## src/hdl/dfr_pkg.sv

```systemverilog
// Shared types, constants and the byte-wide CRC update for the packet deframer.
// No dependencies.
package dfr_pkg;

  localparam logic [7:0]  HdrFirst   = 8'hAA;
  localparam logic [7:0]  HdrSecond  = 8'h55;
  localparam logic [15:0] CrcInit    = 16'hFFFF;
  localparam logic [15:0] CrcPoly    = 16'h1021;
  localparam int unsigned NumWords   = 6;
  localparam int unsigned NumCells   = 4 * NumWords;

  // frame positions
  localparam logic [4:0] PosHunt     = 5'd0;
  localparam logic [4:0] PosHdr2     = 5'd1;
  localparam logic [4:0] PosPayFirst = 5'd2;
  localparam logic [4:0] PosPayLast  = 5'd25;
  localparam logic [4:0] PosCrcLo    = 5'd26;
  localparam logic [4:0] PosCrcHi    = 5'd27;

  typedef struct packed {
    logic clr;   // back to the initial value
    logic fold;  // fold the current byte in
  } dfr_crc_ctl_t;

  // CRC-16/CCITT-FALSE, one byte, MSB first
  function automatic logic [15:0] crc_fold(input logic [15:0] crc, input logic [7:0] data);
    logic [15:0] c;
    c = crc ^ {data, 8'h00};
    for (int k = 0; k < 8; k++) begin
      if (c[15]) begin
        c = {c[14:0], 1'b0} ^ CrcPoly;
      end else begin
        c = {c[14:0], 1'b0};
      end
    end
    return c;
  endfunction

endpackage

```

## src/hdl/dfr_if.sv

```systemverilog
// Valid/ready channel interfaces for the deframer input bytes and frame results.
// No dependencies.
interface dfr_in_if;
  logic       valid;
  logic       ready;
  logic [7:0] rx_byte;

  modport source (output valid, output rx_byte, input ready);
  modport sink   (input valid, input rx_byte, output ready);
  modport mon    (input valid, input rx_byte, input ready);
endinterface

interface dfr_out_if;
  logic        valid;
  logic        ready;
  logic        crc_ok;
  logic [31:0] word0;
  logic [31:0] word1;
  logic [31:0] word2;
  logic [31:0] word3;
  logic [31:0] word4;
  logic [31:0] word5;

  modport source (output valid, output crc_ok, output word0, output word1, output word2,
                  output word3, output word4, output word5, input ready);
  modport sink   (input valid, input crc_ok, input word0, input word1, input word2,
                  input word3, input word4, input word5, output ready);
  modport mon    (input valid, input crc_ok, input word0, input word1, input word2,
                  input word3, input word4, input word5, input ready);
endinterface

```

## src/hdl/dfr_cell.sv

```systemverilog
// One byte cell of the payload shift line; takes its neighbor's byte on shift.
// No dependencies.
module dfr_cell (
  input  logic       clk_i,
  input  logic       shift_i,
  input  logic [7:0] data_i,
  output logic [7:0] data_o
);

  logic [7:0] data_q;

  always_ff @(posedge clk_i) begin
    if (shift_i) begin
      data_q <= data_i;
    end
  end

  assign data_o = data_q;

endmodule

```

## src/hdl/dfr_crc.sv

```systemverilog
// Running CRC register, updated one byte per fold.
// Depends on dfr_pkg.
module dfr_crc
  import dfr_pkg::*;
(
  input  logic         clk_i,
  input  logic         rst_ni,
  input  dfr_crc_ctl_t ctl_i,
  input  logic [7:0]   data_i,
  output logic [15:0]  crc_o
);

  logic [15:0] crc_q, crc_d;

  always_comb begin
    crc_d = crc_q;
    if (ctl_i.clr) begin
      crc_d = CrcInit;
    end else if (ctl_i.fold) begin
      crc_d = crc_fold(crc_q, data_i);
    end
  end

  always_ff @(posedge clk_i or negedge rst_ni) begin
    if (!rst_ni) begin
      crc_q <= CrcInit;
    end else begin
      crc_q <= crc_d;
    end
  end

  assign crc_o = crc_q;

endmodule

```

## src/hdl/sync_crc16_packet_deframer.sv

```systemverilog
// Latency: a frame result is valid the cycle after its last CRC byte is accepted.
// Throughput: one byte per cycle, one result per 28-byte frame; the byte cells take
// payload bytes and the CRC register header and payload bytes, and input only waits
// when a frame's last CRC byte meets a result that the sink has not yet taken.
// Reset: hunting for the header, CRC at 0xFFFF, no result pending.
// Depends on dfr_pkg, dfr_if, dfr_cell, dfr_crc.
module sync_crc16_packet_deframer
  import dfr_pkg::*;
(
  input  logic      clk_i,
  input  logic      rst_ni,
  dfr_in_if.sink    rx_i,
  dfr_out_if.source res_o
);

  logic [4:0]   pos_q, pos_d;
  logic [7:0]   crc_lo_q;
  logic [15:0]  crc;
  logic         rx_take;
  logic         shift;
  logic         emit;
  dfr_crc_ctl_t crc_ctl;
  logic [7:0]   cell_q [NumCells];

  logic         out_valid_q;
  logic         out_ok_q;
  logic [31:0]  out_word_q [NumWords];

  // only the byte that completes a frame needs room in the output register
  assign rx_i.ready = !out_valid_q || res_o.ready || (pos_q != PosCrcHi);
  assign rx_take    = rx_i.valid && rx_i.ready;

  always_comb begin
    pos_d       = pos_q;
    shift       = 1'b0;
    emit        = 1'b0;
    crc_ctl     = '0;
    if (rx_take) begin
      if (pos_q == PosHunt) begin
        if (rx_i.rx_byte == HdrFirst) begin
          crc_ctl.fold = 1'b1;
          pos_d        = PosHdr2;
        end
      end else if (pos_q == PosHdr2) begin
        if (rx_i.rx_byte == HdrSecond) begin
          crc_ctl.fold = 1'b1;
          pos_d        = PosPayFirst;
        end else begin
          crc_ctl.clr  = 1'b1;
          pos_d        = PosHunt;
        end
      end else if (pos_q <= PosPayLast) begin
        shift        = 1'b1;
        crc_ctl.fold = 1'b1;
        pos_d        = pos_q + 5'd1;
      end else if (pos_q == PosCrcLo) begin
        pos_d        = PosCrcHi;
      end else begin
        // last CRC byte, or an out-of-range position
        emit         = (pos_q == PosCrcHi);
        crc_ctl.clr  = 1'b1;
        pos_d        = PosHunt;
      end
    end
  end

  always_ff @(posedge clk_i or negedge rst_ni) begin
    if (!rst_ni) begin
      pos_q       <= PosHunt;
      out_valid_q <= 1'b0;
    end else begin
      pos_q <= pos_d;
      if (emit) begin
        out_valid_q <= 1'b1;
      end else if (res_o.ready) begin
        out_valid_q <= 1'b0;
      end
    end
  end

  always_ff @(posedge clk_i) begin
    if (rx_take && pos_q == PosCrcLo) begin
      crc_lo_q <= rx_i.rx_byte;
    end
    if (emit) begin
      out_ok_q <= ({rx_i.rx_byte, crc_lo_q} == crc);
      for (int w = 0; w < NumWords; w++) begin
        out_word_q[w] <= {cell_q[4*w+3], cell_q[4*w+2], cell_q[4*w+1], cell_q[4*w]};
      end
    end
  end

  dfr_crc u_crc (
    .clk_i  (clk_i),
    .rst_ni (rst_ni),
    .ctl_i  (crc_ctl),
    .data_i (rx_i.rx_byte),
    .crc_o  (crc)
  );

  // bytes enter at the top cell and move down; cell 0 ends up with frame byte 2
  for (genvar i = 0; i < NumCells; i++) begin : g_cell
    logic [7:0] cell_in;
    if (i == NumCells - 1) begin : g_top
      assign cell_in = rx_i.rx_byte;
    end else begin : g_mid
      assign cell_in = cell_q[i+1];
    end
    dfr_cell u_cell (
      .clk_i   (clk_i),
      .shift_i (shift),
      .data_i  (cell_in),
      .data_o  (cell_q[i])
    );
  end

  assign res_o.valid  = out_valid_q;
  assign res_o.crc_ok = out_ok_q;
  assign res_o.word0  = out_word_q[0];
  assign res_o.word1  = out_word_q[1];
  assign res_o.word2  = out_word_q[2];
  assign res_o.word3  = out_word_q[3];
  assign res_o.word4  = out_word_q[4];
  assign res_o.word5  = out_word_q[5];

endmodule

```

## src/flat_wrapper.sv

```systemverilog
// flat-port wrapper written by rule: the top's interface ports become plain ports
module sync_crc16_packet_deframer_flat import dfr_pkg::*;
  (clk_i, rst_ni, rx_i_valid, rx_i_rx_byte, rx_i_ready, res_o_valid, res_o_crc_ok, res_o_word0, res_o_word1, res_o_word2, res_o_word3, res_o_word4, res_o_word5, res_o_ready);
  dfr_in_if rx_i_i ();
  dfr_out_if res_o_i ();
  input  logic clk_i;
  input  logic rst_ni;
  input wire logic [$bits(rx_i_i.valid)-1:0] rx_i_valid;
  input wire logic [$bits(rx_i_i.rx_byte)-1:0] rx_i_rx_byte;
  output wire logic [$bits(rx_i_i.ready)-1:0] rx_i_ready;
  output wire logic [$bits(res_o_i.valid)-1:0] res_o_valid;
  output wire logic [$bits(res_o_i.crc_ok)-1:0] res_o_crc_ok;
  output wire logic [$bits(res_o_i.word0)-1:0] res_o_word0;
  output wire logic [$bits(res_o_i.word1)-1:0] res_o_word1;
  output wire logic [$bits(res_o_i.word2)-1:0] res_o_word2;
  output wire logic [$bits(res_o_i.word3)-1:0] res_o_word3;
  output wire logic [$bits(res_o_i.word4)-1:0] res_o_word4;
  output wire logic [$bits(res_o_i.word5)-1:0] res_o_word5;
  input wire logic [$bits(res_o_i.ready)-1:0] res_o_ready;
  assign rx_i_i.valid = rx_i_valid;
  assign rx_i_i.rx_byte = rx_i_rx_byte;
  assign rx_i_ready = rx_i_i.ready;
  assign res_o_valid = res_o_i.valid;
  assign res_o_crc_ok = res_o_i.crc_ok;
  assign res_o_word0 = res_o_i.word0;
  assign res_o_word1 = res_o_i.word1;
  assign res_o_word2 = res_o_i.word2;
  assign res_o_word3 = res_o_i.word3;
  assign res_o_word4 = res_o_i.word4;
  assign res_o_word5 = res_o_i.word5;
  assign res_o_i.ready = res_o_ready;
  sync_crc16_packet_deframer u_core (.clk_i(clk_i), .rst_ni(rst_ni), .rx_i(rx_i_i), .res_o(res_o_i));
endmodule
```

## config.mk

```make
export PLATFORM = sky130hd
export DESIGN_NAME = sync_crc16_packet_deframer_flat
export DESIGN_NICKNAME = d
export VERILOG_FILES = /design/src/hdl/dfr_pkg.sv /design/src/hdl/dfr_if.sv /design/src/hdl/dfr_cell.sv /design/src/hdl/dfr_crc.sv /design/src/hdl/sync_crc16_packet_deframer.sv /design/src/flat_wrapper.sv
export SDC_FILE = /design/constraint.sdc
export NUM_CORES = 1
export LEC_CHECK = 0
export ABC_AREA = 1
export BUFFER_PORTS_ARGS = -buffer_cell sky130_fd_sc_hd__buf_2
export CORE_MARGIN = 2
export CORE_UTILIZATION = 55
export DETAILED_ROUTE_END_ITERATION = 16
export PLACE_DENSITY = 0.76
export SLEW_MARGIN = 20
export SYNTH_ARGS = -nofsm -noshare
export SYNTH_HDL_FRONTEND = slang
export SYNTH_SLANG_ARGS = --single-unit
```

## constraint.sdc

```tcl
create_clock -name clk_i -period 25.3 [get_ports clk_i]
set_input_delay 2.53 -clock clk_i [delete_from_list [all_inputs] [get_ports clk_i]]
set_output_delay 2.53 -clock clk_i [all_outputs]
set_load 0.05 [all_outputs]
```

==> impl_metrics.env <==
export IMPL_gr_usage_all_layers_pct=17.5
export IMPL_synth_nets=680
export IMPL_hold_buffers=0
export IMPL_drcViolationCount=0
export IMPL_rsz0062_at_grt="no"
export IMPL_vias_per_cell=5.03
export IMPL_pwr_share_seq_pct=57.5
export IMPL_finalSetupViolCount=0
export IMPL_syn_to_final_growth_pct=19.8
export IMPL_holdWs_ns=0.423
export IMPL_numClockSinks=415
export IMPL_dr_pass1_iters=6
export IMPL_combPwrFrac_pct=12.3
export IMPL_grt_max_degree=70
export IMPL_final_max_slew_viol_count=0
export IMPL_p_leak_nw=6.07
export IMPL_wl_met1_um=9720
export IMPL_yosys_warnings=0
export IMPL_drt_total_wl_um=23100
export IMPL_top_layer="met4"
export IMPL_die_w_um=162
export IMPL_post_route_period_util_pct=22.7
export IMPL_synth_cell_types=34
export IMPL_grt_pass1_vias=6168
export IMPL_dp_cells=1195
export IMPL_worstHoldPathType="reg2reg"
export IMPL_ir_worst_vdd_mv=0.0825
export IMPL_drtIter0Drc=594
export IMPL_finalNonFillerCells=1263
export IMPL_layout_drive_gt1_share_pct=33.8
export IMPL_floorplan_rows=57
export IMPL_grt_overflow=0
export IMPL_switching_power_w=0.000495
export IMPL_clock_skew_ns=0.0160
export IMPL_portBuffers=206
export IMPL_fin_ws_ns=19.57
export IMPL_core_um2=24400
export IMPL_ios=207
export IMPL_cts_resized=0
export IMPL_cts_inserted_buffers=40
export IMPL_antenna_found_initial=0
export IMPL_cp_max_fo=2
export IMPL_critPathKind="in2out"
export IMPL_grt_pass1_wl_um=35000
export IMPL_cts_max_level=2
export IMPL_slew_headroom_pct=41.2
export IMPL_hpwlAfterDp_um=13500
export IMPL_cts_tree="built"
export IMPL_worst_pin_slew_ns=0.882
export IMPL_n_fill_cell=1587
export IMPL_required_ns=22.77
export IMPL_power_w=0.00192
export IMPL_setup_tns_final_ns=0
export IMPL_fin_crit_ns=5.73
export IMPL_synth_cells=664
export IMPL_dieHeight_um=162
export IMPL_finalHoldViolations=0
export IMPL_antennaDiodeCount=0
export IMPL_ys_ff_latch=415
export IMPL_wl_met3_um=1500
export IMPL_synth_area_um2=13700
export IMPL_power_share_clock_pct=30.2
export IMPL_cts_root_buf="clkbuf_16"
export IMPL_max_clock_path_buffers=3
export IMPL_nNetsFinal=929
export IMPL_cap_violations=0
export IMPL_power_internal_w=0.00143
export IMPL_worstPathArrival_ns=3.20
export IMPL_fmax_ghz=0.174
export IMPL_start_kind="input port"
export IMPL_initial_core_util_pct=56.1
export IMPL_wl_met2_um=11400
export IMPL_die_area_um2=26200
export IMPL_end_kind="output pin"
export IMPL_dp_slack_ns=19.57
export IMPL_switching_share_pct=25.8
export IMPL_ys_seq_area_share_pct=90.4
export IMPL_clk_pin_slew_ns=0.06
export IMPL_gp_congestion=0.856
export IMPL_vias=6349
export IMPL_wl_per_cell_um=18.3
export IMPL_clk_insertion_delay_late_ns=0.51
export IMPL_cts_setup_buffers=0
export IMPL_syn_area_per_cell_um2=20.6
export IMPL_status="finished, final reports clean"
export IMPL_final_antenna_net_count=0
export IMPL_power_density_nw_per_um2=117
flip-flops by register name, summed over array words and instances (netlist names):
| register | cells |
|---|---|
| u_core.pos_q | 5 |
| u_core.res_o.crc_ok | 1 |
| u_core.out_word_q | 192 |
| u_core.u_crc.crc_o | 16 |
| u_core.res_o.valid | 1 |
| u_core.crc_lo_q | 8 |
| u_core.g_cell.u_cell.data_o | 192 |
power by group through the flow:
stage	Combinational, W	Sequential (W)	Clock, W
global placement	0.000230	0.00110	0
floorplan	0.000190	0.00114	0
detailed placement	0.000237	0.00111	0
global route	0.000266	0.00112	0.000616
finish	0.000236	0.00111	0.000579
CTS	0.000237	0.00111	0.000592
cells in the mapped netlist, drive strengths merged:
library cell / number / area (um2)
edfxtp: 393 / 11800
nand2: 113 / 489
nand3: 34 / 198
inv: 33 / 126
nor2: 17 / 76.3
dfstp: 16 / 420
xnor2: 12 / 105
xor2: 8 / 70.1
o21ai: 7 / 35.0
dfrtp: 6 / 150
buf: 5 / 55.1
nand4: 5 / 37.5
ha: 4 / 50.1
a21oi: 2 / 13.8
nand3b: 2 / 15.0
nor3: 2 / 10.0
o22ai: 2 / 12.5
nor3b: 1 / 7.51
o31ai: 1 / 7.51
or2: 1 / 6.26
per-stage QoR:
stage	area, um2	utilization (%)
floorplan	13700	-
global placement	15100	62.0
detailed placement	15100	62.0
CTS	16400	67.2
global route	16400	67.2
finish	16400	67.2
cell type report:
type | instances | area [um2] | share of cell area, %
timing repair buffer | 212 | 1080 | 6.56
clock buffer | 49 | 1030 | 6.31
inverter | 33 | 126 | 0.771
tap | 324 | 405 | 2.47
clock inverter | 19 | 243 | 1.48
sequential | 415 | 12400 | 75.4
multi-input combinational | 211 | 1140 | 6.97
worst max-delay path, stage by stage:
cell and delay (ns):
buf_2 0.10, nor2_1 0.18, nand3_2 0.15, buf_2 0.25
placed cells by master, fill, tap and decap left out, types with 5 or more instances in the layout:
master,count
inv_1,29
clkbuf_16,40
nand3_1,30
nand2_2,14
dfrtp_1,6
bufinv_16,5
buf_4,6
dfstp_2,16
nand2_1,95
xnor2_1,12
o21ai_0,6
xor2_1,8
edfxtp_1,393
nor2_1,14
buf_2,206
clkbuf_1,9
worst paths after layout:
| check | startpoint | end | slack [ns] | depth (start not counted) |
|---|---|---|---|---|
| worst max-delay path | res_o_ready | rx_i_ready | 19.57 | 4 |
| worst min-delay path | u_core.g_cell[0].u_cell.data_o[1]$_DFFE_PP_ | u_core.out_word_q[0][1]$_DFFE_PP_ | 0.42 | 0 |
| worst max register to register | u_core.pos_q[1]$_DFFE_PN0P_ | u_core.out_word_q[2][10]$_DFFE_PP_ | 22.13 | 7 |
| worst min register to register | u_core.g_cell[0].u_cell.data_o[1]$_DFFE_PP_ | u_core.out_word_q[0][1]$_DFFE_PP_ | 0.42 | 0 |
| max in group asynchronous | rst_ni | u_core.u_crc.crc_o[10]$_DFFE_PN1P_ | 22.91 | 1 |
| min in group asynchronous | rst_ni | u_core.pos_q[1]$_DFFE_PN0P_ | 2.00 | 1 |
per-layer routing:
| metal | track usage (%) | vias to the layer above |
|---|---|---|
| met5 | 0 | - |
| met4 | 5.03 | 0 |
| met3 | 3.86 | 37 |
| met2 | 28.9 | 256 |
| met1 | 24.1 | 3101 |
| li1 | - | 2955 |
cells by family (layout without fill, tap and decap cells):
group,Yosys count,count (layout),synth area share (%)
simple gates,175,175,6.13
fa+ha+maj,4,4,0.366
compound gates,12,12,0.503
buf+inv,38,313,1.33
flops,415,415,90.4
xor+xnor,20,20,1.28
No activity file was read; power rests on OpenSTA's default activity.
